$ cat config.mk
export PLATFORM = sky130hd
export DESIGN_NAME = spl_ram
export DESIGN_NICKNAME = d
export VERILOG_FILES = /design/src/hdl/spl_ram.sv
export SDC_FILE = /design/constraint.sdc
export NUM_CORES = 1
export LEC_CHECK = 0
export ABC_AREA = 1
export BUFFER_PORTS_ARGS = -buffer_cell sky130_fd_sc_hd__buf_2
export CAP_MARGIN = 0
export CORE_MARGIN = 4
export CORE_UTILIZATION = 45
export CTS_BUF_LIST = sky130_fd_sc_hd__clkbuf_16
export DETAILED_ROUTE_END_ITERATION = 10
export REMOVE_ABC_BUFFERS = 1
export SETUP_SLACK_MARGIN = 0.02
export SLEW_MARGIN = 20
export SYNTH_ARGS = -nofsm -noshare
export SYNTH_HDL_FRONTEND = slang
export SYNTH_SLANG_ARGS = --single-unit
$ cat constraint.sdc
create_clock -name clk -period 2.79 [get_ports clk]
set_clock_uncertainty 0.05 [all_clocks]
set_input_delay 0.279 -clock clk [delete_from_list [all_inputs] [get_ports clk]]
set_output_delay 0.279 -clock clk [all_outputs]
set_load 0.01 [all_outputs]
$ cat src/hdl/spl_ram.sv
module spl_ram #(
	parameter int WIDTH = 32,
	parameter int DEPTH = 16,
	localparam int AW = $clog2(DEPTH)
) (
	input  logic             clk,
	input  logic             we,
	input  logic [AW-1:0]    waddr,
	input  logic [WIDTH-1:0] wdata,
	input  logic [AW-1:0]    raddr,
	output logic [WIDTH-1:0] rdata
);

	logic [WIDTH-1:0] mem_q [DEPTH];

	always_ff @(posedge clk) begin
		if (we) begin
			mem_q[waddr] <= wdata;
		end
		rdata <= mem_q[raddr];
	end

endmodule

==> results of run 1 <==
==> metal layers <==
metal | up-vias | track usage
li1 | 7030 | -
met2 | 377 | 0.340
met5 | - | 0
met3 | 81 | 0.0343
met1 | 7174 | 0.269
met4 | 0 | 0.0501
==> cells in the mapped netlist, drive strengths merged <==
library cell	instances
edfxtp	512
nand3b	2
nand3	385
nor2	17
inv	390
nand2	677
clkbuf	14
buf	91
dfxtp	32
==> flip-flops by register name (all words and copies together) (netlist names) <==
name   flops
rdata     32
mem_q    512
==> metrics by stage <==
step           hold slack [ns]  setup slack, ns
3_5_place_dp             0.581            0.721
2_1_floorplan            0.328            0.122
5_1_grt                0.00779             1.21
6_report                0.0317             1.28
3_3_place_gp             0.580            0.744
4_1_cts                0.00316             1.25
==> cell type report <==
type	instances	area, µm²
diodes	1	2.50
clock buffers	57	1430
clock inverters	49	368
fillers	4395	24200
inverters	390	1470
multi-input cells	1081	4670
flip-flops and latches	544	16000
well taps	672	841
repair buffers	140	1100
==> power by group through the flow <==
stage               logic, µW  clock network, µW  registers [µW]
floorplan                 478                  0            9380
global placement         1050                  0            9370
detailed placement       1060                  0            9370
CTS                      1100               7430            9200
global route             1210               7820            9210
finish                   1090               7300            9200
==> repair_timing <==
item,CTS,global route
hold endpoints to repair,424,0
resized for setup,0,0
hold buffers,29,0
==> cell families after synthesis <==
| family | Yosys count |
|---|---|
| flops | 544 |
| simple gates | 1081 |
| buf+inv | 495 |
==> worst max-delay path by stage <==
stage,endpoint,start,cells past startpoint,slack (ns)
finish,rdata[29],rdata[29]$_DFF_P_,1,1.28
global route,rdata[13]$_DFF_P_,raddr[0],8,1.21
CTS,rdata[14],rdata[14]$_DFF_P_,1,1.25
detailed placement,rdata[13]$_DFF_P_,raddr[0],8,0.72
global placement,rdata[13]$_DFF_P_,raddr[0],8,0.74
floorplan,rdata[0]$_DFF_P_,raddr[1],5,0.12
==> run_results.csv, run 1 <==
group,metric,value,unit
status,status,"completed",
clocking,clk_path_buf_depth,3,
job,drv_cap,0,
routing,wl_met3,2860,µm
global_routing,grt_max_degree,129,
routing,viasPerCell,5.00,
worst_setup_path,worst_r2r_endpoint,"rdata[6]$_DFF_P_",
routing,wl_met2,26500,µm
global_routing,grt_pass1_wl,83200,µm
floorplan,die_w,233,µm
cells_and_area,final_nets,2255,
floorplan,rows,82,
timing,fin_crit_sh,0.542,
floorplan,io_pins,74,
power_and_ir_drop,p_leak,0.0110,µW
routing,firstDrtPassIters,6,
worst_setup_path,required,2.46,ns
clocking,cts.sinks,544,
routing,vias,14700,
floorplan,initial_core_util,0.454,
power_and_ir_drop,power_frac_comb,0.062,
worst_setup_path,reg2reg_from,"mem_q[1][6]$_DFFE_PP_",
power_and_ir_drop,p_sw_frac,0.221,
worst_setup_path,regToRegSetupSlack,1.68,ns
routing,wl,53800,µm
yosys,ys_types,15,
timing,worst_slew_pin_slew,0.939,ns
timing,drv_slew,0,
cells_and_area,final_area,25900,µm²
timing,relSlewSlack,0.373,
clocking,cts_root_buf,"clkbuf_16",
min_path,hold_depth,1,
worst_setup_path,critPathSlowestCell,"dfxtp_1",
yosys,synth_top_area_frac,0.676,
placed_design,dp.cells,2798,
yosys,synthTopCellsByArea,"edfxtp_1 (68%), nand2_1 (11%), nand3_1 (8.5%)",
global_routing,grt-ovfl-total,0,
yosys,synth_top_family_by_area,"simple AND/OR/NAND/NOR gates",
yosys,synthXorXnorAreaFrac,0,
timing,hold_viol,0,
placed_design,gp_congestion,0.747,
global_routing,grtUsageTotal,0.200,
cells_and_area,stdcell_count,2934,
yosys,yosysTopAreaCell,"edfxtp_1",
clocking,cts.clk_slew.worst_paths,0.06,ns
cells_and_area,final_cell_mix,"nand2_1 (677), edfxtp_1 (512), inv_1 (395)",
power_and_ir_drop,p_per_area,679,nW/µm²
worst_setup_path,path_buf_inv,1,
clocking,cts_buffers,56,
cells_and_area,utilization,0.517,
timing,finalCriticalPeriod,1.51,ns
min_path,hp-start,"wdata[17]",
yosys,yosysSeqAreaShare,0.705,
yosys,netlist_instances,2120,
yosys,syn_area,22700,µm²
floorplan,core-area,50100,µm²
global_routing,antenna_found_initial,1,
worst_setup_path,cp-start-kind,"flop",
placed_design,dp_hpwl,27400,µm
power_and_ir_drop,internal_power,13700,µW
timing,grt_setup_unrepaired,"no",
floorplan,die_height,233,µm
yosys,synth_mux_area_frac,0,
yosys,synthSimpleGateAreaFrac,0.200,
routing,ant_nets,0,
yosys,ys.warnings.count,0,
clocking,cts_tree,"built",
yosys,avgSynthCellArea,10.7,µm²
routing,drt-wirelength-per-cell,18.3,µm
power_and_ir_drop,seqPwrFrac,0.523,
worst_setup_path,r2r_cells,6,
cells_and_area,syn_to_final_growth,13.9,%
min_path,holdPathEnd,"mem_q[7][17]$_DFFE_PP_",
global_routing,grt_pass1_vias,14300,
power_and_ir_drop,switchingPower,3880,µW
power_and_ir_drop,clkPwrFrac,0.415,
floorplan,fp.dieArea,54200,µm²
placed_design,placed_area,23800,µm²
worst_setup_path,crit_fanout,1,
cells_and_area,drive_gt1_frac,0.0924,
timing,setup_viol,0,
worst_setup_path,crit_chain,"buf_2",
yosys,synth-compound-area-share,0,
min_path,holdCritPathClass,"in -> reg",
cells_and_area,final_common_cell,"nand2_1",
timing,finalSetupTns,0,ns
timing,max_freq,662,MHz
placed_design,port_buffers,73,
worst_setup_path,max_stage_delay,0.41,ns
routing,routed.top_layer,"met4",
clocking,htreeDepth,2,
power_and_ir_drop,totalPowerFinal,17600,µW
yosys,ys_ff_latch,544,
worst_setup_path,critical_path_class,"reg -> out",
clocking,worstSkewPairLatency,0.61,ns
worst_setup_path,cp-end-kind,"output port",
routing,first_iter_violations,1082,
routing,wl_met1,23400,µm
clocking,cts_setup_buffers,0,
power_and_ir_drop,ir_drop,0.000543,V
yosys,synthAdderAreaFrac,0,
routing,drcViolationCount,0,
worst_setup_path,critical_path.top_delay_family,"flip-flops",
worst_setup_path,crit_arrival,1.18,ns
(Power assumes the default switching activity.)
==> run 2: changes to the inputs <==
--- a/config.mk
+++ b/config.mk
@@ -5,7 +5,7 @@
 export SDC_FILE = /design/constraint.sdc
 export NUM_CORES = 1
 export LEC_CHECK = 0
-export ABC_AREA = 1
+export ABC_AREA = 0
 export BUFFER_PORTS_ARGS = -buffer_cell sky130_fd_sc_hd__buf_2
 export CAP_MARGIN = 0
 export CORE_MARGIN = 4
==> constraint.sdc (replaced) <==
create_clock -name clk -period 1.4 [get_ports clk]
set_clock_uncertainty 0.05 [all_clocks]
set_input_delay 0.14 -clock clk [delete_from_list [all_inputs] [get_ports clk]]
set_output_delay 0.14 -clock clk [all_outputs]
set_load 0.01 [all_outputs]
==> run_results.csv, run 2 <==
group,metric,value,unit
timing,fin_crit_sh,0.978,
clocking,cts_root_buf,"clkbuf_16",
yosys,netlist_instances,838,
timing,worst_slew_pin_slew,1.11,ns
timing,finalSetupTns,0,ns
worst_setup_path,crit_fanout,1,
timing,drv_slew,0,
cells_and_area,final_cell_mix,"edfxtp_1 (512), mux4_2 (128), buf_2 (71)",
yosys,yosysMostFrequentCell,"edfxtp_1",
routing,viasPerCell,5.52,
timing,hold_viol,0,
yosys,yosysTopAreaCell,"edfxtp_1",
yosys,avgSynthCellArea,23.7,µm²
worst_setup_path,critPathSlowestCell,"mux4_2",
clocking,worstSkewPairLatency,0.58,ns
yosys,synth_edf_count,512,
yosys,ys_types,18,
global_routing,grt_pass1_wl,63800,µm
worst_setup_path,required,1.81,ns
clocking,cts_tree,"built",
yosys,ys_async_sr_fraction,0,
routing,wl_met2,20600,µm
clocking,cts.clk_slew.worst_paths,0.06,ns
cells_and_area,largest_register_ff_count,512,
clocking,cts_buffers,53,
clocking,cts.sinks,544,
routing,first_iter_violations,808,
routing,wl_met1,18700,µm
routing,drcViolationCount,0,
power_and_ir_drop,power_frac_comb,0.057,
power_and_ir_drop,clkPwrFrac,0.407,
cells_and_area,final_nets,1101,
job,drv_cap,0,
routing,drt-wirelength-per-cell,25.1,µm
cells_and_area,final_common_cell,"edfxtp_1",
status,status,"completed",
yosys,synth_top_area_frac,0.774,
power_and_ir_drop,seqPwrFrac,0.535,
routing,firstDrtPassIters,5,
power_and_ir_drop,p_per_area,1410,nW/µm²
global_routing,grt_max_degree,33,
power_and_ir_drop,ir_drop,0.00110,V
floorplan,rows,76,
timing,finalCriticalPeriod,1.37,ns
worst_setup_path,crit_chain,"mux4_2 -> a22oi_2 -> nand2_2",
timing,setup_slack,0.0313,ns
floorplan,die_w,218,µm
floorplan,initial_core_util,0.458,
timing,setup_viol,0,
floorplan,die_height,218,µm
clocking,cts_setup_buffers,0,
routing,wl,42400,µm
yosys,ys.warnings.count,0,
yosys,ys_ff_latch,544,
floorplan,io_pins,74,
power_and_ir_drop,p_sw_frac,0.202,
timing,max_freq,731,MHz
routing,vias,9323,
timing,relSlewSlack,0.257,
yosys,synth_ff_type,"edfxtp_1",
global_routing,grtUsageTotal,0.182,
clocking,htreeDepth,2,
floorplan,core-area,43400,µm²
routing,wl_met3,2280,µm
yosys,ys_top_cells_by_count,"edfxtp_1 (512), mux4_2 (128), a22oi_1 (64), nand2_1 (33), dfxtp_1 (32)",
timing,grt_setup_unrepaired,"yes",
cells_and_area,stdcell_count,1688,
floorplan,fp.dieArea,47500,µm²
routing,routed.top_layer,"met5",
placed_design,port_buffers,73,
cells_and_area,drive_gt1_frac,0.375,
placed_design,preCtsSetupSlack,-0.441,ns
routing,ant_nets,0,
global_routing,grt_pass1_vias,9845,
cells_and_area,syn_to_final_growth,22.5,%
placed_design,dp_hpwl,26000,µm
power_and_ir_drop,internal_power,27300,µW
power_and_ir_drop,p_leak,0.00804,µW
global_routing,antenna_found_initial,2,
timing,worst_hold_slack,0.149,ns
yosys,syn_area,19900,µm²
yosys,yosysSeqAreaShare,0.807,
power_and_ir_drop,switchingPower,6920,µW
worst_setup_path,cp-end-kind,"flop",
worst_setup_path,crit_arrival,1.78,ns
worst_setup_path,max_stage_delay,0.50,ns
placed_design,gp_congestion,0.744,
global_routing,grt-ovfl-total,0,
yosys,synthTopCellsByArea,"edfxtp_1 (77%), mux4_2 (15%), dfxtp_1 (3.2%)",
clocking,clk_path_buf_depth,3,
placed_design,dp.cells,1557,
min_path,holdCritPathClass,"in -> reg",
worst_setup_path,cp-start-kind,"flop",
cells_and_area,top_register,"mem_q",
worst_setup_path,critical_path_class,"reg -> reg",
cells_and_area,largest_registers,"mem_q (512), rdata (32)",
-- run 2: area by class of cell --
type                            instances  area [µm²]
Tap cell                              585         732
Fill cell                            3271       19000
Multi-Input combinational cell        251        3830
Clock buffer                           55        1380
Sequential cell                       544       16000
Antenna cell                            1        2.50
Timing Repair Buffer                  209        2020
Clock inverter                         43         344
-- run 2: final timing paths --
check	startpoint	endpoint	slack, ns	depth (start not counted)
worst max-delay path	mem_q[3][12]$_DFFE_PP_	rdata[12]$_DFF_P_	0.03	3
worst min-delay path	raddr[3]	rdata[25]$_DFF_P_	0.15	4
worst max register to register	mem_q[3][12]$_DFFE_PP_	rdata[12]$_DFF_P_	0.03	3
worst min register to register	mem_q[14][8]$_DFFE_PP_	rdata[8]$_DFF_P_	0.62	3
-- run 2: cell families (layout without fill, tap and decap cells) --
kind of cell    count (synthesis)  count (layout)  synth area share
mux                           128             128             0.145
flops                         544             544             0.807
buf+inv                        43             307            0.0112
other cells                     0               1                 0
simple gates                   59              59            0.0127
compound gates                 64              64            0.0242
-- run 2: critical path, delay by kind of cell (launching register included) --
| kind | cells | cell delay (ns) |
|---|---|---|
| multiplexers | 1 | 0.50 |
| flip-flops | 1 | 0.36 |
| AO/OA/AOI/OAI | 1 | 0.23 |
| AND/OR/NAND/NOR | 1 | 0.10 |
-- run 2: power groups by stage --
| stage | Combinational [µW] | Sequential [µW] | Clock, µW |
|---|---|---|---|
| after CTS | 1970 | 18300 | 14200 |
| after global placement | 1860 | 18700 | 0 |
| final | 1950 | 18300 | 13900 |
| after global routing | 2110 | 18300 | 14900 |
| after detailed placement | 1890 | 18700 | 0 |
| after floorplan | 701 | 18700 | 0 |
-- run 2: routing by layer --
layer	global-route usage	up-vias
li1	-	4034
met1	0.268	4982
met4	0.0457	2
met2	0.290	244
met5	0	-
met3	0.0272	61
-- run 2: repair_timing --
action,4_1_cts,5_1_grt
hold buffers,32,0
resized for setup,6,10
endpoints found under the setup margin,5,22
pin swaps,3,4
endpoints found under the hold margin,512,0
-- run 2: through the flow --
stage               instance area (µm²)  power [µW]  utilization
floorplan                         19600       19400            -
global placement                  22200       20500        0.512
CTS                               24300       34500        0.560
global route                      24300       35400        0.561
detailed placement                22200       20600        0.512
finish                            24300       34200        0.561
