**config.mk**
```make
export PLATFORM = sky130hd
export DESIGN_NAME = spl_queue
export DESIGN_NICKNAME = d
export VERILOG_FILES = /design/src/hdl/spl_pkg.sv /design/src/hdl/spl_queue.sv
export SDC_FILE = /design/constraint.sdc
export NUM_CORES = 1
export LEC_CHECK = 0
export BUFFER_PORTS_ARGS = -buffer_cell sky130_fd_sc_hd__buf_2
export CAP_MARGIN = 10
export CELL_PAD_IN_SITES_DETAIL_PLACEMENT = 0
export CELL_PAD_IN_SITES_GLOBAL_PLACEMENT = 1
export CORE_AREA = 2 2 170 172
export DETAILED_ROUTE_END_ITERATION = 10
export DIE_AREA = 0 0 172 174
export GPL_ROUTABILITY_DRIVEN = 0
export GPL_TIMING_DRIVEN = 0
export HOLD_SLACK_MARGIN = 0.08
export PLACE_DENSITY_LB_ADDON = 0.1
export SLEW_MARGIN = 5
export SYNTH_ARGS = -nofsm -noshare
export SYNTH_HDL_FRONTEND = slang
export SYNTH_SLANG_ARGS = --single-unit
```
**constraint.sdc**
```tcl
create_clock -name clk -period 11.7 [get_ports clk]
set_clock_uncertainty 0.05 [all_clocks]
set_input_delay 1.17 -clock clk [delete_from_list [all_inputs] [get_ports clk]]
set_output_delay 1.17 -clock clk [all_outputs]
set_load 0.05 [all_outputs]
```
**src/hdl/spl_pkg.sv**
```systemverilog
package spl_pkg;

	localparam int MAX_POINTS_DEF = 16;
	localparam int QUEUE_DEPTH = 2;
	localparam int DIV_STEPS = 30;
	localparam logic [4:0] POINT_COUNT_RST = 5'd2;
	localparam logic [31:0] THREE_Q30 = 32'hC000_0000;

	typedef enum logic {
		OP_LOAD = 1'b0,
		OP_EVAL = 1'b1
	} spl_op_t;

	typedef enum logic [1:0] {
		REGION_BELOW   = 2'd0,
		REGION_ABOVE   = 2'd1,
		REGION_SEGMENT = 2'd2,
		REGION_NONE    = 2'd3
	} spl_region_t;

	typedef enum logic [2:0] {
		F_IDLE,
		F_FIRST,
		F_LAST,
		F_SCAN,
		F_PUSH
	} spl_front_state_t;

	typedef enum logic [2:0] {
		B_IDLE,
		B_PREP,
		B_DIV,
		B_MUL1,
		B_MUL2,
		B_MUL3,
		B_SUM,
		B_OUT
	} spl_back_state_t;

	typedef struct packed {
		spl_region_t        region;
		logic signed [31:0] x;
		logic signed [31:0] x0;
		logic signed [31:0] x1;
		logic signed [31:0] y0;
		logic signed [31:0] y1;
	} spl_job_t;

endpackage

```
**src/hdl/spl_queue.sv**
```systemverilog
module spl_queue (
	input  logic              clk,
	input  logic              arst_n,
	input  logic              push_valid,
	output logic              push_ready,
	input  spl_pkg::spl_job_t push_data,
	output logic              pop_valid,
	input  logic              pop_ready,
	output spl_pkg::spl_job_t pop_data
);

	localparam int D  = spl_pkg::QUEUE_DEPTH;
	localparam int PW = $clog2(D);
	localparam int CW = $clog2(D + 1);

	spl_pkg::spl_job_t mem_q [D];
	logic [PW-1:0] wp_q;
	logic [PW-1:0] rp_q;
	logic [CW-1:0] cnt_q;
	logic          do_push;
	logic          do_pop;

	assign push_ready = cnt_q != CW'(D);
	assign pop_valid  = cnt_q != '0;
	assign pop_data   = mem_q[rp_q];
	assign do_push    = push_valid && push_ready;
	assign do_pop     = pop_valid && pop_ready;

	always_ff @(posedge clk or negedge arst_n) begin
		if (!arst_n) begin
			wp_q  <= '0;
			rp_q  <= '0;
			cnt_q <= '0;
		end else begin
			if (do_push) begin
				wp_q <= (wp_q == PW'(D - 1)) ? '0 : wp_q + PW'(1);
			end
			if (do_pop) begin
				rp_q <= (rp_q == PW'(D - 1)) ? '0 : rp_q + PW'(1);
			end
			if (do_push && !do_pop) begin
				cnt_q <= cnt_q + CW'(1);
			end else if (do_pop && !do_push) begin
				cnt_q <= cnt_q - CW'(1);
			end
		end
	end

	always_ff @(posedge clk) begin
		if (do_push) begin
			mem_q[wp_q] <= push_data;
		end
	end

endmodule

```
==> metrics.txt, run 1 <==
WL per Instance 18.3 um; initial DRC count 254; hold_buf cts 0; total power 4.67 mW; worst hold path class in2async; worst vdd ir 208 uV; CTS tree built; CP endpoint kind output pin; final layout net count 1063; Starting Density 0.431; Yosys reg bits 328; total negative setup slack 0 ns; Worst-Skew Late Latency 0.49 ns; Hold Fails Final Rpt 0; first-pass GRT wire length 35400 um; # fillers 2311; number of buffers created by CTS 36; register area share after synthesis 0.809; area share of the largest cell type after synthesis 0.800; Area Overhead vs Synth 27.5%; RSZ-0062 raised after global routing no; Vert. Die Dim 174 um; commonest register cell after synthesis edfxtp_1; Worst Path Buf+Inv 4; CP Max Fanout 10; Register Area 0.00983 sq mm; Crit Path Category reg2out; dpl hpwl 17200 um; maximum capacitance violations 0; status finished clean; Critical Path Max Stage Delay 0.33 ns; period utilisation layout 0.271; FMAX 0.315 GHz; post-synth net total 689; critical-path cell list buf_6 -> buf_6 -> buf_6 -> mux2_4 -> buf_2; worst relative slew slack 0.457; layout cell share with drive strength beyond 1 0.615; H-Tree Depth 2; Slew Viols, Final 0; Worst EP arrival 1.95 ns; row cnt 62; post-CTS setup buffer count 0; vias 6091; Core Region 0.0282 sq mm; Gate Count Post-Synth 522; Worst EP required 10.48 ns; DR vias/cell 4.65; number of global-route vias before repair 6599; die area 0.0299 sq mm; average cell area after synthesis 23.3 sq um; Final setup viols 0; Max Buffers Root-to-Sink 3; overall global routing resource usage 0.156; top-count cell post-synth edfxtp_1; die width 172 um; Final Core Density 0.549; gr ovfl total 0; area of the multi-input gates 0.00219 sq mm; Async S/R FF share, synth 0.0122; clk slew on worst S/H paths 0.06 ns; port buffer count 329; IO Count 330; P_leak 5.99 nW; TritonRoute pass-1 iters 4; post-synthesis cell area 0.0122 sq mm; synth cell count leaders 324 x edfxtp_1, 92 x mux2_2, 70 x mux2_4; Synth area leaders edfxtp_1 80%, mux2_4 8.6%, mux2_2 8.5%; pin count of the biggest net entering global routing 61; post-route minimum period 3.17 ns; Pwr Density 301 mW/mm^2; Slew @ Worst Pin 0.813 ns; CTS root buffer clkbuf_16; initial antenna violation count 10; most frequent cell on the critical path buf_6; Final ANT Viol Nets 0; Cell variety after synth 15; Post-synth EDFFs 324; Critical Path Source Type register; cell family with most CP delay buffers and inverters; Post-CTS Resized 0; Clock Sink Count 328; DRC viols 0; Synth warnings 0; Yosys top cell by area edfxtp_1; total wire length 23900 um; Critical Path Slowest Stage Cell dfrtp_1
==> per-stage QoR <==
step	worst slack, ns	cell area, sq um	hold slack, ns	instances
final	8.53	15500	0.422	1309
after global routing	8.42	15500	0.406	1303
after CTS	8.47	15500	0.406	1301
after detailed placement	8.27	14500	0.448	1242
after global placement	-0.423	14300	0.423	1235
after floorplan	2.96	12200	0.406	522
==> placed cells by master (no fill, tap or decap) <==
cell | netlist | layout
ha_1 | 1 | 1
nor2_4 | 0 | 1
clkinv_2 | 0 | 6
nand2b_1 | 1 | 1
clkbuf_16 | 0 | 37
mux2_4 | 70 | 70
nor2_1 | 2 | 1
clkinvlp_4 | 0 | 2
buf_12 | 0 | 5
buf_6 | 9 | 9
edfxtp_1 | 324 | 324
clkbuf_1 | 0 | 5
or2_2 | 1 | 1
and3_4 | 0 | 1
xor2_1 | 2 | 2
nand2_1 | 2 | 2
dfrtp_1 | 4 | 4
buf_2 | 9 | 338
inv_1 | 1 | 1
mux2_2 | 92 | 92
clkinv_1 | 0 | 9
buf_16 | 0 | 2
xnor2_1 | 3 | 3
diode_2 | 0 | 8
==> path summary, 6_finish.rpt <==
path | start | endpoint | slack [ns] | depth (start not counted)
setup / recovery | rp_q$_DFFE_PN0P_ | pop_data[104] | 8.53 | 5
hold / removal | arst_n | rp_q$_DFFE_PN0P_ | 0.42 | 1
setup reg to reg | cnt_q[0]$_DFFE_PN0P_ | mem_q[0][95]$_DFFE_PP_ | 9.00 | 7
hold reg to reg | cnt_q[1]$_DFFE_PN0P_ | cnt_q[1]$_DFFE_PN0P_ | 0.47 | 1
max in group asynchronous | arst_n | cnt_q[0]$_DFFE_PN0P_ | 11.05 | 1
min in group clk | cnt_q[1]$_DFFE_PN0P_ | cnt_q[1]$_DFFE_PN0P_ | 0.47 | 1
==> layer usage <==
layer | share of wire | global-route usage | vias up
met1 | 0.36 | 0.163 | 2983
met3 | 0.10 | 0.0710 | 46
met4 | 0.021 | 0.0497 | 8
met5 | 0.0025 | 0 | -
li1 | - | - | 2840
met2 | 0.51 | 0.279 | 214
==> registers in the layout, summed over array words and instances (netlist names) <==
register	count
cnt_q	2
mem_q	324
rp_q	1
wp_q	1
==> cell type report <==
class / instances / share of cell area
timing repair buffer: 336 / 0.116
tap: 384 / 0.0310
multi-input combinational: 175 / 0.141
clock inverter: 17 / 0.00509
inverter: 1 / 0.000242
sequential: 328 / 0.634
clock buffer: 42 / 0.0610
antenna: 8 / 0.00129
buffer: 18 / 0.00945
==> power breakdown <==
group	switching, mW	total (mW)	internal [mW]
Clock	0.409	0.981	0.572
Sequential	0.0576	1.66	1.60
Combinational	1.42	2.02	0.604
==> logic make-up (layout without fill, tap and decap cells) <==
kind of cell / Yosys count / count (layout) / share of synthesized area
fa+ha+maj: 1 / 1 / 0.00103
buf+inv: 19 / 414 / 0.0124
xor+xnor: 5 / 5 / 0.00360
simple gates: 7 / 7 / 0.00278
flops: 328 / 328 / 0.809
other cells: 0 / 8 / 0
mux: 162 / 162 / 0.172
Note: power is estimated with default switching activity, not from simulation.
==> run 2, diff against run 1 <==
--- a/config.mk
+++ b/config.mk
@@ -9,9 +9,9 @@
 export CAP_MARGIN = 10
 export CELL_PAD_IN_SITES_DETAIL_PLACEMENT = 0
 export CELL_PAD_IN_SITES_GLOBAL_PLACEMENT = 1
-export CORE_AREA = 2 2 170 172
+export CORE_AREA = 2 2 178 180
 export DETAILED_ROUTE_END_ITERATION = 10
-export DIE_AREA = 0 0 172 174
+export DIE_AREA = 0 0 180 182
 export GPL_ROUTABILITY_DRIVEN = 0
 export GPL_TIMING_DRIVEN = 0
 export HOLD_SLACK_MARGIN = 0.08
==> constraint.sdc (replaced) <==
create_clock -name clk -period 2.9 [get_ports clk]
set_clock_uncertainty 0.05 [all_clocks]
set_input_delay 0.29 -clock clk [delete_from_list [all_inputs] [get_ports clk]]
set_output_delay 0.29 -clock clk [all_outputs]
set_load 0.05 [all_outputs]
==> run 2 against run 1 <==
Against the previous run: register-to-register slack got worse by 8.3 ns; hold slack lost 0.31 ns; cell count rose by 14%; non-clock buffer count up 166; critical path type unchanged.
==> metrics.txt, run 2 (synthesis results as in run 1) <==
status finished clean; worst vdd ir 668 uV; Critical Path Slowest Stage Cell dfrtp_1; Post-CTS Resized 0; total wire length 25500 um; gr ovfl total 0; number of global-route vias before repair 7297; worst slack, placed 0.703 ns; fin worst setup slack 0.607 ns; initial DRC count 268; Largest register FFs 324; Slew Viols, Final 0; DRC viols 0; period utilisation layout 0.791; area of the multi-input gates 0.00220 sq mm; CTS tree built; die width 180 um; Biggest register mem_q; Core Region 0.0310 sq mm; CP Max Fanout 10; post-CTS setup buffer count 0; post-route insts no fill 1486; clk slew on worst S/H paths 0.06 ns; Worst-Skew Late Latency 0.50 ns; Final setup viols 0; die area 0.0328 sq mm; Worst EP arrival 1.95 ns; CTS root buffer clkbuf_16; layout cell share with drive strength beyond 1 0.520; first-pass GRT wire length 38500 um; cell family with most CP delay buffers and inverters; worst relative slew slack 0.486; final instance area 0.0172 sq mm; maximum capacitance violations 0; TritonRoute pass-1 iters 4; port buffer count 329; vias 6764; IO Count 330; critical-path cell list buf_6 -> buf_6 -> buf_6 -> mux2_4 -> buf_2; Slew @ Worst Pin 0.771 ns; post-route minimum period 2.29 ns; most frequent cell on the critical path buf_6; Cell Area, Placed 0.0145 sq mm; Starting Density 0.392; overall global routing resource usage 0.151; total power 19.2 mW; P_leak 6.71 nW; DR vias/cell 4.55; Largest regs mem_q (324), cnt_q (2); FMAX 0.436 GHz; Critical Path Max Stage Delay 0.34 ns; Vert. Die Dim 182 um; Worst Path Buf+Inv 4; Crit Path Category reg2out; row cnt 65; final layout net count 1228; H-Tree Depth 2; dpl hpwl 17100 um; Critical Path Source Type register; RSZ-0062 raised after global routing no; Register Area 0.00983 sq mm; pin count of the biggest net entering global routing 62; Max Buffers Root-to-Sink 3; Hold Fails Final Rpt 0; # fillers 2478; initial antenna violation count 2; hold_buf cts 165; placed cells 1261; CP endpoint kind output pin; WL per Instance 17.1 um; commonest non-fill, non-tap cells in the layout 338 x buf_2, 324 x edfxtp_1, 165 x dlygate4sd3_1; Worst EP required 2.56 ns; Pwr Density 1110 mW/mm^2; commonest non-fill, non-tap cell in the layout buf_2; Final ANT Viol Nets 0; worst hold path class in2async; number of buffers created by CTS 35; Area Overhead vs Synth 41.6%; Clock Sink Count 328
[run 2: report_power, final]
| part | total (mW) | switching, mW | internal [mW] |
|---|---|---|---|
| clock network | 4.04 | 1.64 | 2.39 |
| registers | 6.71 | 0.239 | 6.47 |
| logic | 8.42 | 5.79 | 2.62 |
[run 2: metrics by stage]
| step | TNS, ns | hold WS, ns | utilization |
|---|---|---|---|
| 6_report | 0 | 0.110 | 0.556 |
| 5_1_grt | 0 | 0.110 | 0.556 |
| 4_1_cts | 0 | 0.0809 | 0.555 |
| 3_5_place_dp | 0 | 0.0538 | 0.469 |
| 3_3_place_gp | -473.63 | 0.0458 | 0.462 |
| 2_1_floorplan | -157.61 | -0.0556 | - |
[run 2: worst register-to-register path, delay by kind of cell, from the launching register on]
family | cells | cell delay (ns)
buf+inv | 3 | 0.70
simple gates | 3 | 0.68
flops | 1 | 0.41
[run 2: per-layer routing]
metal / GRT usage / vias to the layer above / routed length [um]
met5: 0 / - / 0
met4: 0.0501 / 0 / 637
met3: 0.0531 / 46 / 2150
met2: 0.269 / 263 / 12900
met1: 0.168 / 3285 / 9800
li1: - / 3170 / -
[run 2: worst paths after layout]
check	start	depth (start not counted)	slack [ns]	endpoint
hold / removal	arst_n	2	0.11	cnt_q[0]$_DFFE_PN0P_
setup reg to reg	cnt_q[0]$_DFFE_PN0P_	6	0.72	mem_q[0][87]$_DFFE_PP_
max in group asynchronous	arst_n	2	2.57	rp_q$_DFFE_PN0P_
hold reg to reg	cnt_q[0]$_DFFE_PN0P_	1	0.50	cnt_q[0]$_DFFE_PN0P_
min in group clk	push_data[7]	2	0.46	mem_q[0][7]$_DFFE_PP_
setup / recovery	rp_q$_DFFE_PN0P_	5	0.61	pop_data[63]
[run 2: cell type report]
cell class              count  share of cell area
flip-flops and latches    328               0.571
repair buffers            502               0.203
multi-input cells         175               0.128
clock buffers              45              0.0555
well taps                 402              0.0292
plain buffers              18             0.00850
clock inverters            13             0.00458
diodes                      2            0.000291
inverters                   1            0.000218
==> run 3, diff against run 2 <==
--- a/config.mk
+++ b/config.mk
@@ -9,9 +9,9 @@
 export CAP_MARGIN = 10
 export CELL_PAD_IN_SITES_DETAIL_PLACEMENT = 0
 export CELL_PAD_IN_SITES_GLOBAL_PLACEMENT = 1
-export CORE_AREA = 2 2 178 180
+export CORE_AREA = 2 2 170 172
 export DETAILED_ROUTE_END_ITERATION = 10
-export DIE_AREA = 0 0 180 182
+export DIE_AREA = 0 0 172 174
 export GPL_ROUTABILITY_DRIVEN = 0
 export GPL_TIMING_DRIVEN = 0
 export HOLD_SLACK_MARGIN = 0.08
==> constraint.sdc (replaced) <==
create_clock -name clk -period 2.2 [get_ports clk]
set_clock_uncertainty 0.05 [all_clocks]
set_input_delay 0.22 -clock clk [delete_from_list [all_inputs] [get_ports clk]]
set_output_delay 0.22 -clock clk [all_outputs]
set_load 0.05 [all_outputs]
==> run 3 against run 2 <==
Against the previous run: critical endpoint is now pop_data[25]; largest power group unchanged; sequential share of layout area shrank 0.68 points; register-to-register slack worse by 0.62 ns; critical path depth decreased by 1.
==> metrics.txt, run 3 (synthesis results as in run 1) <==
hold path start push_data[18]; Critical Path Max Stage Delay 0.39 ns; fin worst setup slack 0.0255 ns; overall global routing resource usage 0.168; commonest non-fill, non-tap cell in the layout edfxtp_1; Critical Path Source Type register; first-pass GRT wire length 38400 um; initial antenna violation count 3; maximum capacitance violations 0; critical-path cell list buf_12 -> buf_2 -> mux2_2 -> buf_2; cell family with most CP delay buffers and inverters; Pwr Density 1480 mW/mm^2; switching share of power 0.397; post-route insts no fill 1475; worst vdd ir 844 uV; worst relative slew slack 0.598; gr ovfl total 0; Clock power frac 0.209; CP endpoint kind output pin; NetSw 10.2 mW; post-route minimum period 2.17 ns; FMAX 0.460 GHz; power share of the combinational group 0.447; Core Region 0.0282 sq mm; final instance area 0.0174 sq mm; WL per Instance 17.5 um; total power 25.8 mW; Vert. Die Dim 174 um; placed cells 1243; layout cell share with drive strength beyond 1 0.525; commonest non-fill, non-tap cells in the layout 324 x edfxtp_1, 284 x buf_2, 166 x dlygate4sd3_1; Largest register FFs 324; worst hold path class in2reg; Slew @ Worst Pin 0.604 ns; number of buffers created by CTS 36; die width 172 um; status finished clean; period utilisation layout 0.988; Worst EP required 1.93 ns; IO Count 330; internal power 15.5 mW; CTS tree built; TritonRoute pass-1 iters 4; initial DRC count 264; Max Buffers Root-to-Sink 3; Clock Sink Count 328; Biggest register mem_q; Critical Path Slowest Stage Cell mux2_2; CTS root buffer clkbuf_16; final layout net count 1232; number of global-route vias before repair 7406; Worst Path Buf+Inv 3; Final setup viols 0; area of the multi-input gates 0.00221 sq mm; Cell Area, Placed 0.0145 sq mm; Final Core Density 0.617; Final ANT Viol Nets 0; total negative setup slack 0 ns; Hold Fails Final Rpt 0; Worst EP arrival 1.90 ns; Register Area 0.00983 sq mm; clk slew on worst S/H paths 0.06 ns; worst slack, placed 0.0868 ns; port buffer count 329; Largest regs mem_q (324), cnt_q (2); RR Startpoint cnt_q[0]$_DFFE_PN0P_; CP startpoint rp_q$_DFFE_PN0P_; most frequent cell on the critical path buf_2; Worst-Skew Late Latency 0.50 ns; CP Max Fanout 10; die area 0.0299 sq mm; WHS 0.388 ns; RSZ-0062 raised after global routing yes; Slew Viols, Final 0; pin count of the biggest net entering global routing 60; DR vias/cell 4.62; dpl hpwl 17200 um; P_leak 6.80 nW; Area Overhead vs Synth 43.3%; Starting Density 0.431; row cnt 62; H-Tree Depth 2; Flop pwr share 0.344; DRC viols 0; vias 6818; # fillers 2095; Crit Path Category reg2out; total wire length 25900 um
[run 3: layout make-up]
cell class,count,share of cell area
repair buffers,504,0.208
clock buffers,47,0.0553
plain buffers,18,0.0118
multi-input cells,176,0.127
flip-flops and latches,328,0.564
clock inverters,14,0.00531
inverters,1,0.000215
diodes,3,0.000431
well taps,384,0.0276
[run 3: power groups by stage]
stage               logic (mW)  registers (mW)  clock network [mW]
floorplan                 8.49            9.00                   0
global placement          10.6            9.11                   0
detailed placement        11.0            8.99                   0
CTS                       11.6            8.87                5.55
global route              12.1            8.98                5.77
finish                    11.5            8.86                5.38
[run 3: path summary, 6_finish.rpt]
path	slack, ns	end	cells after the start
setup / recovery	0.03	pop_data[25]	4
hold / removal	0.39	mem_q[1][18]$_DFFE_PP_	2
setup reg to reg	0.10	mem_q[0][120]$_DFFE_PP_	6
hold reg to reg	0.51	cnt_q[1]$_DFFE_PN0P_	1
max in group asynchronous	1.35	cnt_q[1]$_DFFE_PN0P_	3
min in group asynchronous	0.59	rp_q$_DFFE_PN0P_	3
[run 3: what timing repair did]
item,in CTS,in global routing
resized for setup,51,25
pin swaps,0,2
hold buffers,166,0
hold endpoints to repair,330,0
gates cloned,0,1
setup buffers,1,0
endpoints found under the setup margin,89,198
[run 3: per-layer routing]
metal | up-vias | GRT usage | wire, um
li1 | 3174 | - | -
met2 | 256 | 0.291 | 12800
met1 | 3327 | 0.187 | 9970
met3 | 61 | 0.0624 | 2290
met4 | 0 | 0.0627 | 826
met5 | - | 0 | 0
