===== config.mk =====
export PLATFORM = sky130hd
export DESIGN_NAME = spl_front_flat
export DESIGN_NICKNAME = d
export VERILOG_FILES = /design/src/hdl/spl_pkg.sv /design/src/hdl/spl_if.sv /design/src/hdl/spl_front.sv /design/src/flat_wrapper.sv
export SDC_FILE = /design/constraint.sdc
export NUM_CORES = 1
export LEC_CHECK = 0
export ABC_AREA = 1
export BUFFER_PORTS_ARGS = -buffer_cell sky130_fd_sc_hd__clkbuf_2
export CAP_MARGIN = 20
export CELL_PAD_IN_SITES_DETAIL_PLACEMENT = 1
export CELL_PAD_IN_SITES_GLOBAL_PLACEMENT = 1
export CORE_MARGIN = 2
export CORE_UTILIZATION = 40
export CTS_CLUSTER_DIAMETER = 30
export DETAILED_ROUTE_END_ITERATION = 8
export PLACE_DENSITY = 0.91
export SYNTH_ARGS = -nofsm -noshare
export SYNTH_HDL_FRONTEND = slang
export SYNTH_SLANG_ARGS = --single-unit

===== constraint.sdc =====
create_clock -name clk -period 6.8 [get_ports clk]
set_input_delay 0.34 -clock clk [delete_from_list [all_inputs] [get_ports clk]]
set_output_delay 0.34 -clock clk [all_outputs]
set_load 0.005 [all_outputs]

===== src/hdl/spl_pkg.sv =====
package spl_pkg;

	localparam int MAX_POINTS_DEF = 16;
	localparam int QUEUE_DEPTH = 2;
	localparam int DIV_STEPS = 30;
	localparam logic [4:0] POINT_COUNT_RST = 5'd2;
	localparam logic [31:0] THREE_Q30 = 32'hC000_0000;

	typedef enum logic {
		OP_LOAD = 1'b0,
		OP_EVAL = 1'b1
	} spl_op_t;

	typedef enum logic [1:0] {
		REGION_BELOW   = 2'd0,
		REGION_ABOVE   = 2'd1,
		REGION_SEGMENT = 2'd2,
		REGION_NONE    = 2'd3
	} spl_region_t;

	typedef enum logic [2:0] {
		F_IDLE,
		F_FIRST,
		F_LAST,
		F_SCAN,
		F_PUSH
	} spl_front_state_t;

	typedef enum logic [2:0] {
		B_IDLE,
		B_PREP,
		B_DIV,
		B_MUL1,
		B_MUL2,
		B_MUL3,
		B_SUM,
		B_OUT
	} spl_back_state_t;

	typedef struct packed {
		spl_region_t        region;
		logic signed [31:0] x;
		logic signed [31:0] x0;
		logic signed [31:0] x1;
		logic signed [31:0] y0;
		logic signed [31:0] y1;
	} spl_job_t;

endpackage


===== src/hdl/spl_if.sv =====
interface spl_in_if;
	logic               valid;
	logic               ready;
	logic               operation;
	logic [3:0]         point_index;
	logic signed [31:0] position;
	logic signed [31:0] point_value;

	modport source(output valid, output operation, output point_index, output position,
		output point_value, input ready);
	modport sink(input valid, input operation, input point_index, input position,
		input point_value, output ready);
endinterface



===== src/hdl/spl_front.sv =====
module spl_front #(
	parameter int MAX_POINTS = spl_pkg::MAX_POINTS_DEF,
	localparam int AW = $clog2(MAX_POINTS)
) (
	input  logic               clk,
	input  logic               arst_n,
	spl_in_if.sink             in_ch,
	input  logic [4:0]         point_count,
	output logic               ram_we,
	output logic [AW-1:0]      ram_waddr,
	output logic [31:0]        ram_wx,
	output logic [31:0]        ram_wy,
	output logic [AW-1:0]      ram_raddr,
	input  logic signed [31:0] rd_x,
	input  logic signed [31:0] rd_y,
	output logic               job_valid,
	input  logic               job_ready,
	output spl_pkg::spl_job_t  job
);

	spl_pkg::spl_front_state_t state_q, state_d;
	logic [AW-1:0]      idx_q;
	logic [AW-1:0]      last_idx;
	logic signed [31:0] x_q;
	logic signed [31:0] px_q;
	logic signed [31:0] py_q;
	spl_pkg::spl_job_t  job_q;
	logic               hit;
	logic               accept;

	always_comb begin
		if (point_count < 5'd2) begin
			last_idx = AW'(1);
		end else if (32'(point_count) > MAX_POINTS) begin
			last_idx = AW'(MAX_POINTS - 1);
		end else begin
			last_idx = AW'(point_count - 5'd1);
		end
	end

	assign accept = in_ch.valid && in_ch.ready;
	assign hit = (x_q >= px_q) && (x_q <= rd_x);

	always_comb begin
		state_d = state_q;
		case (state_q)
			spl_pkg::F_IDLE: begin
				if (accept && in_ch.operation == spl_pkg::OP_EVAL) begin
					state_d = spl_pkg::F_FIRST;
				end
			end
			spl_pkg::F_FIRST: begin
				state_d = (x_q <= rd_x) ? spl_pkg::F_PUSH : spl_pkg::F_LAST;
			end
			spl_pkg::F_LAST: begin
				state_d = (x_q >= rd_x) ? spl_pkg::F_PUSH : spl_pkg::F_SCAN;
			end
			spl_pkg::F_SCAN: begin
				if (hit || idx_q == last_idx) begin
					state_d = spl_pkg::F_PUSH;
				end
			end
			spl_pkg::F_PUSH: begin
				if (job_ready) begin
					state_d = spl_pkg::F_IDLE;
				end
			end
			default: state_d = spl_pkg::F_IDLE;
		endcase
	end

	always_comb begin
		in_ch.ready = 1'b0;
		job_valid   = 1'b0;
		ram_raddr   = '0;
		case (state_q)
			spl_pkg::F_IDLE:  in_ch.ready = 1'b1;
			spl_pkg::F_FIRST: ram_raddr = last_idx;
			spl_pkg::F_LAST:  ram_raddr = AW'(1);
			spl_pkg::F_SCAN:  ram_raddr = idx_q + AW'(1);
			spl_pkg::F_PUSH:  job_valid = 1'b1;
			default: ;
		endcase
	end

	assign ram_we    = accept && in_ch.operation == spl_pkg::OP_LOAD
		&& 32'(in_ch.point_index) < MAX_POINTS;
	assign ram_waddr = AW'(in_ch.point_index);
	assign ram_wx    = in_ch.position;
	assign ram_wy    = in_ch.point_value;
	assign job       = job_q;

	always_ff @(posedge clk or negedge arst_n) begin
		if (!arst_n) begin
			state_q <= spl_pkg::F_IDLE;
			idx_q   <= '0;
		end else begin
			state_q <= state_d;
			if (state_q == spl_pkg::F_LAST) begin
				idx_q <= AW'(1);
			end else if (state_q == spl_pkg::F_SCAN && !hit && idx_q != last_idx) begin
				idx_q <= idx_q + AW'(1);
			end
		end
	end

	always_ff @(posedge clk) begin
		case (state_q)
			spl_pkg::F_IDLE: begin
				if (accept) begin
					x_q <= in_ch.position;
				end
			end
			spl_pkg::F_FIRST: begin
				px_q         <= rd_x;
				py_q         <= rd_y;
				job_q.region <= spl_pkg::REGION_BELOW;
				job_q.y0     <= rd_y;
			end
			spl_pkg::F_LAST: begin
				job_q.region <= spl_pkg::REGION_ABOVE;
				job_q.y0     <= rd_y;
			end
			spl_pkg::F_SCAN: begin
				if (hit) begin
					job_q <= '{region: spl_pkg::REGION_SEGMENT, x: x_q, x0: px_q, x1: rd_x,
						y0: py_q, y1: rd_y};
				end else if (idx_q == last_idx) begin
					job_q.region <= spl_pkg::REGION_NONE;
					job_q.y0     <= '0;
				end else begin
					px_q <= rd_x;
					py_q <= rd_y;
				end
			end
			default: ;
		endcase
	end

endmodule


===== src/flat_wrapper.sv =====
// flat-port wrapper written by rule: the top's interface ports become plain ports
module spl_front_flat 
#(
	parameter int MAX_POINTS = spl_pkg::MAX_POINTS_DEF,
	localparam int AW = $clog2(MAX_POINTS)
)
  (clk, arst_n, point_count, ram_we, ram_waddr, ram_wx, ram_wy, ram_raddr, rd_x, rd_y, job_valid, job_ready, job, in_ch_valid, in_ch_operation, in_ch_point_index, in_ch_position, in_ch_point_value, in_ch_ready);
  spl_in_if in_ch_i ();
  input  logic clk;
  input  logic arst_n;
  input  logic [4:0] point_count;
  output logic ram_we;
  output logic [AW-1:0] ram_waddr;
  output logic [31:0] ram_wx;
  output logic [31:0] ram_wy;
  output logic [AW-1:0] ram_raddr;
  input  logic signed [31:0] rd_x;
  input  logic signed [31:0] rd_y;
  output logic job_valid;
  input  logic job_ready;
  output spl_pkg::spl_job_t job;
  input wire logic [$bits(in_ch_i.valid)-1:0] in_ch_valid;
  input wire logic [$bits(in_ch_i.operation)-1:0] in_ch_operation;
  input wire logic [$bits(in_ch_i.point_index)-1:0] in_ch_point_index;
  input wire logic [$bits(in_ch_i.position)-1:0] in_ch_position;
  input wire logic [$bits(in_ch_i.point_value)-1:0] in_ch_point_value;
  output wire logic [$bits(in_ch_i.ready)-1:0] in_ch_ready;
  assign in_ch_i.valid = in_ch_valid;
  assign in_ch_i.operation = in_ch_operation;
  assign in_ch_i.point_index = in_ch_point_index;
  assign in_ch_i.position = in_ch_position;
  assign in_ch_i.point_value = in_ch_point_value;
  assign in_ch_ready = in_ch_i.ready;
  spl_front #(.MAX_POINTS(MAX_POINTS)) u_core (.clk(clk), .arst_n(arst_n), .in_ch(in_ch_i), .point_count(point_count), .ram_we(ram_we), .ram_waddr(ram_waddr), .ram_wx(ram_wx), .ram_wy(ram_wy), .ram_raddr(ram_raddr), .rd_x(rd_x), .rd_y(rd_y), .job_valid(job_valid), .job_ready(job_ready), .job(job));
endmodule

==> qor.txt, run 1 <==
post-synthesis xor/xnor area fraction -> 0.473%
Sink Count -> 265
mux contribution to synthesized area -> 0%
Synth Flop Type -> edfxtp_1
Final Hold Viols -> 0
Yosys Warn Count -> 0
Antenna diodes -> 0
drt drc -> 0
critical path depth -> 12
largest family of logic cells by synthesized area -> simple AND/OR/NAND/NOR gates
Via-to-Cell Ratio -> 4.79
CTS clk-pin slew, worst paths -> 0.05 ns
Post-synth EDFFs -> 258
GR peak layer -> met2
outcome -> complete, no violations
crit path launch -> u_core.x_q[31]
drt first-iter violations -> 401
power density over the cells -> 395 nW/um2
NetSw -> 0.00168 W
post-synthesis simple-gate area fraction -> 9.87%
crit-path max cell delay -> 0.66 ns
postcts setup bufs -> 0
largest area contributor in the netlist -> edfxtp_1
Adder-Cell Fraction of Synth Area -> 7.43%
Pre-antenna DRT Iters -> 6
relative slew slack -> 46.4%
RSZ-0062 raised after global routing -> no
Logic pwr share -> 16.2%
R2R depth -> 12
CP Capture Type -> register
I/O pins -> 379
Syn Nets -> 1032
Mapped Area -> 11100 um2
vias -> 7708
startpoint of the worst hold path -> rd_x[24]
Max Clk Rate -> 260 MHz
dpl ws -> 2.79 ns
initial core utilization -> 40.3%
met3 Use GR -> 5.64%
hold-fix buffers at CTS -> 61
Die W -> 171 um
clock tree from TritonCTS -> yes
Compound-Gate Fraction of Synth Area -> 2.65%
Layout Skew -> 0.0244 ns
Rows -> 61
min Tclk post-route -> 3.84 ns
GPL Wtd Cong -> 0.780
flops & latches, synth -> 265
worst-margin pin slew -> 0.802 ns
Routed WL -> 31600 um
clk_lat worst skew -> 0.56 ns
worst path cell trace -> ha_1, a21oi_1, o21a_1, nand2_1, a21oi_1, nand2_2, nand2_2, nand3_4, nand2_4, nand2_1, a21oi_4, buf_4
GR Util All Layers -> 21.4%
critical path class -> register to register
met1 Usage GRT -> 22.9%
Sw Share -> 28.0%
Seq/Total Area, Yosys -> 71.3%
fraction of synthesis flops using an asynchronous set or reset pin -> 2.64%
maximum VDD drop -> 255 uV
Setup-failing EPs final -> 0
Lkg Pwr -> 6.78 nW
Clock Power Share -> 45.2%
Syn Inst Count -> 824
I/O Buffers -> 306
GRT overflow -> 0
initial antenna violation count -> 0
CP arrival -> 4.02 ns
met2 Use GR -> 39.7%
slowest library cell on the worst path -> a21oi_4
hold crit path type -> input pin to register
vias in the first global route -> 8628
WP data required -> 6.98 ns
global-route wire length before repair -> 47400 um
Inserted Clock Buffers -> 57
H-tree Lvls -> 2
Reg-to-Reg Start -> u_core.x_q[31]
DIE HEIGHT -> 171 um
clock root buffer master -> clkbuf_16
final slew viol count -> 0
Core Box Area -> 27600 um2
distinct cell type count after synthesis -> 32
wire per inst -> 19.6 um
CP Launch Type -> register
setup ws final -> 2.96 ns
CTS resizes -> 0
Synth area leaders -> edfxtp_1 70%, ha_1 7.4%, nand2_1 6.6%, buf_4 4.6%, inv_1 3.3%
worst-path maximum fanout -> 44
Pint -> 0.00433 W
ANT nets after route -> 0
max-cap violations -> 0
Final nets -> 1390
delay-heaviest family, CP -> compound AO/OA/AOI/OAI gates
Fillers -> 2801
Hold Path Stages -> 1
Synth top area share -> 69.7%
final worst-path cycle share -> 56.5%
sequential power share -> 38.6%
Buf/Inv on CP -> 1
total design power -> 0.00601 W
utilization after layout -> 55.2%
setup TNS -> 0 ns
Avg Cell Area, Syn -> 13.5 um2
layout cell share with drive strength beyond 1 -> 34.4%
die area -> 29100 um2
clk buf depth -> 3
largest net degree at the start of global routing -> 95
P&R area growth vs syn -> 36.9%
post-DP HPWL -> 21100 um
[worst reg2reg max path, delay by kind of cell (launching register included)]
family / cells / cell delay, ns
AOI/OAI and AO/OA: 4 / 1.32
and+or+nand+nor: 6 / 0.66
DFF: 1 / 0.44
adders and majority gates: 1 / 0.38
buffers and inverters: 1 / 0.65
[synth_stat cells, types with 2 or more instances]
cell      count
edfxtp_1    258
nand2_1     194
inv_1        97
buf_4        68
ha_1         66
nor2_1       36
a21oi_1      31
nand3_1      13
dfrtp_1       7
nand4_1       7
o21ai_0       7
nand2_2       5
xor2_1        5
o21a_1        4
buf_6         3
clkbuf_1      3
a21o_1        2
a22oi_1       2
nor2_2        2
o211ai_1      2
[layout make-up]
type / instances / area [um2] / area share (%)
inverter: 98 / 368 / 2.42
tap: 378 / 473 / 3.11
sequential: 265 / 7920 / 52.1
clock inverter: 48 / 492 / 3.23
multi-input combinational: 387 / 2290 / 15.1
timing repair buffer: 373 / 2230 / 14.7
clock buffer: 60 / 1440 / 9.45
[through the flow]
step	std cells	hold slack, ns	instance area [um2]
after global routing	1609	0.00153	15200
after CTS	1606	0.0000873	15200
after floorplan	824	0.0444	11100
after detailed placement	1437	0.196	12600
final	1609	0.0163	15200
after global placement	1437	0.188	12600
[layer usage]
| layer | wire length, um | share of wire, % |
|---|---|---|
| met1 | 11500 | 36 |
| met2 | 16600 | 53 |
| met3 | 2390 | 7.6 |
| met4 | 1130 | 3.6 |
| met5 | 0 | 0 |
[flip-flops by register name, indices dropped and copies added (netlist names)]
register        flops
u_core.px_q        32
u_core.x_q         32
u_core.state_q      3
u_core.py_q        32
u_core.job        162
u_core.idx_q        4
[worst paths after layout]
check | slack [ns] | end
worst max-delay path | 2.96 | u_core.px_q[14]
worst min-delay path | 0.02 | u_core.job[88]
worst max register to register | 2.96 | u_core.px_q[14]
worst min register to register | 0.45 | u_core.job[120]
max in group asynchronous | 6.38 | u_core.state_q[1]
min in group asynchronous | 0.23 | u_core.idx_q[0]
[power by group through the flow]
| stage | Combinational [W] | Clock, W | Sequential, W |
|---|---|---|---|
| 2_1_floorplan | 0.000533 | 0 | 0.00232 |
| 3_3_place_gp | 0.000852 | 0 | 0.00232 |
| 3_5_place_dp | 0.000920 | 0 | 0.00235 |
| 4_1_cts | 0.000968 | 0.00275 | 0.00232 |
| 5_1_grt | 0.00110 | 0.00284 | 0.00234 |
| 6_report | 0.000971 | 0.00271 | 0.00232 |
[cells in the final DEF (no fill, tap or decap), types with 2 or more instances in the layout]
cell type	synthesis	layout
xor2_1	5	5
clkinv_4	0	8
buf_4	68	2
inv_1	97	97
clkinv_1	0	9
clkinv_2	0	11
nand4_1	7	7
o211ai_1	2	2
dlygate4sd3_1	0	62
a21o_1	2	2
inv_6	0	6
edfxtp_1	258	258
nor2_2	2	2
o21ai_0	7	7
clkbuf_1	3	3
ha_1	66	66
clkbuf_2	0	306
o21a_1	4	4
nor2_1	36	35
dfrtp_1	7	7
clkinv_8	0	2
clkinvlp_4	0	5
nand2_1	194	194
buf_12	0	2
nand3_1	13	13
nand2_2	5	5
bufinv_16	0	7
clkbuf_16	0	57
a21oi_1	31	30
[logic make-up (layout without fill, tap and decap cells)]
kind of cell,count (synthesis),count (layout)
buf+inv,172,579
compound gates,52,52
flops,265,265
simple gates,263,263
xor+xnor,6,6
fa+ha+maj,66,66
Power figures use the tool's default switching activity.
==> run 2: changes to the inputs <==
--- a/config.mk
+++ b/config.mk
@@ -5,16 +5,16 @@
 export SDC_FILE = /design/constraint.sdc
 export NUM_CORES = 1
 export LEC_CHECK = 0
-export ABC_AREA = 1
+export ABC_AREA = 0
 export BUFFER_PORTS_ARGS = -buffer_cell sky130_fd_sc_hd__clkbuf_2
 export CAP_MARGIN = 20
 export CELL_PAD_IN_SITES_DETAIL_PLACEMENT = 1
 export CELL_PAD_IN_SITES_GLOBAL_PLACEMENT = 1
 export CORE_MARGIN = 2
-export CORE_UTILIZATION = 40
+export CORE_UTILIZATION = 36
 export CTS_CLUSTER_DIAMETER = 30
 export DETAILED_ROUTE_END_ITERATION = 8
-export PLACE_DENSITY = 0.91
+export PLACE_DENSITY = 0.86
 export SYNTH_ARGS = -nofsm -noshare
 export SYNTH_HDL_FRONTEND = slang
 export SYNTH_SLANG_ARGS = --single-unit
==> constraint.sdc (replaced) <==
create_clock -name clk -period 3.3 [get_ports clk]
set_input_delay 0.165 -clock clk [delete_from_list [all_inputs] [get_ports clk]]
set_output_delay 0.165 -clock clk [all_outputs]
set_load 0.005 [all_outputs]
==> run 2 against run 1 <==
  * The run now ends with negative setup slack left
  * Synthesized area grew 0.24%
  * Global-route usage shrank 0.78 points
  * Sequential power grew 110%
  * Die area grew 11%
  * Flip-flop and latch count is the same
  * Largest cell class unchanged
  * Highest routed layer unchanged
==> qor.txt, run 2 <==
outcome -> complete, but fails checks
failing checks -> negative setup slack
dpl ws -> -0.245 ns (-3.03 ns)
critical path class -> register to register
setup ws final -> -0.0918 ns (-3.05 ns)
Synth area leaders -> edfxtp_1 70%, ha_1 7.4%, buf_4 4.6%, nand2_1 2.9%, inv_1 2.5%
hold_ws -> 0.0553 ns (+0.0391 ns)
Layout Skew -> 0.0184 ns (-0.00601 ns)
clock root buffer master -> clkbuf_16
RSZ-0062 raised after global routing -> yes
relative slew slack -> 47.6% (+1.2 points)
maximum VDD drop -> 423 uV (+66%)
Die W -> 180 um (+5.4%)
Pre-antenna DRT Iters -> 5 (-1)
global-route wire length before repair -> 51900 um (+9.5%)
Via-to-Cell Ratio -> 4.86 (+1.4%)
flops & latches, synth -> 265 (unchanged)
drt drc -> 0 (unchanged)
crit-path max cell delay -> 0.49 ns (-0.17 ns)
Post-synth EDFFs -> 258 (unchanged)
Rows -> 64 (+4.9%)
largest net degree at the start of global routing -> 41 (-57%)
CP arrival -> 3.66 ns (-0.36 ns)
final worst-path cycle share -> 103% (+46 points)
wire per inst -> 21.3 um (+8.4%)
utilization after layout -> 53.8% (-1.5 points)
largest area contributor in the netlist -> edfxtp_1
slowest library cell on the worst path -> edfxtp_1
vias -> 7947 (+3.1%)
I/O Buffers -> 306 (unchanged)
Syn Nets -> 968 (-6.2%)
Inserted Clock Buffers -> 58 (+1.8%)
CP Launch Type -> register
I/O pins -> 379 (unchanged)
most common cell after layout, fill and taps aside -> clkbuf_2
GR Util All Layers -> 20.6% (-0.78 points)
min Tclk post-route -> 3.39 ns (-0.451 ns)
sequential power share -> 35.9% (-2.7 points)
power density over the cells -> 820 nW/um2 (+110%)
Syn Inst Count -> 760 (-7.8%)
die area -> 32400 um2 (+11%)
layout cell share with drive strength beyond 1 -> 40.7% (+6.2 points)
Sink Count -> 265 (unchanged)
initial core utilization -> 36.5% (-3.8 points)
max-cap violations -> 0 (unchanged)
met1 Usage GRT -> 24.4% (+1.5 points)
clk_lat worst skew -> 0.56 ns (about the same)
Final nets -> 1401 (+0.79%)
Max Clk Rate -> 295 MHz (+13%)
ANT nets after route -> 0 (unchanged)
total design power -> 0.0135 W (+120%)
CP Capture Type -> register
worst-margin pin slew -> 0.784 ns (-0.0177 ns)
Synth top area share -> 69.5% (-0.16 points)
Synth Flop Type -> edfxtp_1
Lkg Pwr -> 6.85 nW (+0.96%)
Sw Share -> 28.3% (+0.33 points)
Seq/Total Area, Yosys -> 71.1% (-0.17 points)
DIE HEIGHT -> 180 um (+5.4%)
drt first-iter violations -> 354 (-12%)
clk buf depth -> 3 (unchanged)
H-tree Lvls -> 2 (unchanged)
WP data required -> 3.56 ns (-3.42 ns)
worst path cell trace -> ha_4, nand4_1, buf_4, nor4_4, buf_4, inv_2, nor3_2, o21ba_4, o31ai_4, or3_4, nor3b_4, buf_6, clkbuf_16
CTS clk-pin slew, worst paths -> 0.05 ns (about the same)
Buf/Inv on CP -> 5 (+4)
Logic pwr share -> 20.9% (+4.7 points)
Clock Power Share -> 43.2% (-2.0 points)
clock tree from TritonCTS -> yes
Mapped Area -> 11100 um2 (+0.24%)
hold crit path type -> input pin to async pin
initial antenna violation count -> 1 (+1)
P&R area growth vs syn -> 47.3%
final slew viol count -> 0 (unchanged)
post-DP HPWL -> 22300 um (+5.7%)
Core Box Area -> 30500 um2 (+11%)
most frequent CP cell -> buf_4
GRT overflow -> 0 (unchanged)
most frequent cells in the layout -> 306 x clkbuf_2, 258 x edfxtp_1, 100 x dlygate4sd3_1
GR peak layer -> met2
GPL Wtd Cong -> 0.823 (+5.6%)
met3 Use GR -> 4.66% (-0.98 points)
setup TNS -> -2.00 ns (-2.00 ns)
met2 Use GR -> 36.0% (-3.7 points)
worst-path maximum fanout -> 8 (-82%)
count leader, synth -> edfxtp_1
distinct cell type count after synthesis -> 47 (+47%)
fraction of synthesis flops using an asynchronous set or reset pin -> 2.64% (unchanged)
vias in the first global route -> 8727 (+1.1%)
Pint -> 0.00965 W (+120%)
Yosys Warn Count -> 0 (unchanged)
most instantiated cells after synthesis -> 258 x edfxtp_1, 86 x nand2_1, 74 x inv_1, 68 x buf_4, 66 x ha_1
Final Hold Viols -> 0 (unchanged)
NetSw -> 0.00381 W (+130%)
delay-heaviest family, CP -> simple AND/OR/NAND/NOR gates
Fillers -> 3065 (+9.4%)
Setup-failing EPs final -> 24 (+24)
Avg Cell Area, Syn -> 14.7 um2 (+8.7%)
max reg flops -> 162 (unchanged)
Routed WL -> 34900 um (+10%)
-- run 2: cell count changes in the layout (fill, tap and decap cells not counted), sizes merged, moves of 6 or more --
cell and delta:
buf +39, clkbuf +12, clkinv -7, dlygate4sd3 +38, inv -28, nand2 -114, nand4 +6, nor2 -17
nor3 +9, o21ai +35
-- run 2: what timing repair did --
| action | in CTS | in global routing |
|---|---|---|
| setup endpoints to repair | 227 | 221 |
| gates cloned | 1 | 6 |
| endpoints found under the hold margin | 201 | 0 |
| pin swaps | 7 | 8 |
| hold buffers | 100 | 0 |
| resized for setup | 10 | 17 |
| buffers inserted | 2 | 11 |
-- run 2: layer usage --
layer / wire length [um] / up-vias / share of wire, %
met5: 0 / - / 0
met4: 1240 / 0 / 3.6
met3: 2030 / 92 / 5.8
met2: 18000 / 329 / 52
met1: 13600 / 3914 / 39
li1: - / 3612 / -
-- run 2: logic make-up (layout without fill, tap and decap cells) --
| group | after synthesis | in the layout | share of synthesized area (%) |
|---|---|---|---|
| flip-flops | 265 | 265 | 71.1 |
| AND/OR/NAND/NOR | 164 | 164 | 6.72 |
| buffers and inverters | 157 | 636 | 7.85 |
| AO/OA/AOI/OAI | 103 | 103 | 6.52 |
| adder cells (fa/ha/maj) | 66 | 66 | 7.41 |
| XOR/XNOR | 5 | 5 | 0.393 |
| other | 0 | 1 | 0 |
-- run 2: power by group through the flow --
stage                     sequential, W  combinational, W  clock [W]
after floorplan                 0.00474           0.00134          0
after detailed placement        0.00487           0.00230          0
after CTS                       0.00483           0.00248    0.00589
after global routing            0.00488           0.00309    0.00607
final                           0.00483           0.00282    0.00582
after global placement          0.00482           0.00218          0
-- run 2: area by class of cell --
cell class                 instances  area [um2]  share of cell area [%]
sequential                       265        7920                    48.3
timing repair buffer             455        3160                    19.3
multi-input combinational        338        2570                    15.7
clock buffer                      67        1490                    9.05
tap                              396         495                    3.02
clock inverter                    39         488                    2.97
inverter                          75         282                    1.72
antenna                            1        2.50                  0.0152
-- run 2: path summary, 6_finish.rpt --
check / cells past startpoint / start / slack [ns] / to
setup reg to reg: 13 / u_core.x_q[30] / -0.09 / u_core.job[60]
setup / recovery: 13 / u_core.x_q[30] / -0.09 / u_core.job[60]
min in group clk: 0 / in_ch_point_value[12] / 0.33 / ram_wy[12]
hold reg to reg: 0 / u_core.px_q[22] / 0.45 / u_core.job[118]
hold / removal: 2 / arst_n / 0.06 / u_core.state_q[2]
max in group asynchronous: 2 / arst_n / 3.08 / u_core.idx_q[2]
-- run 2: per-stage QoR --
step / instances / instance area (um2)
2_1_floorplan: 760 / 11200
3_3_place_gp: 1409 / 13000
3_5_place_dp: 1409 / 13000
4_1_cts: 1618 / 16100
5_1_grt: 1636 / 16400
6_report: 1636 / 16400
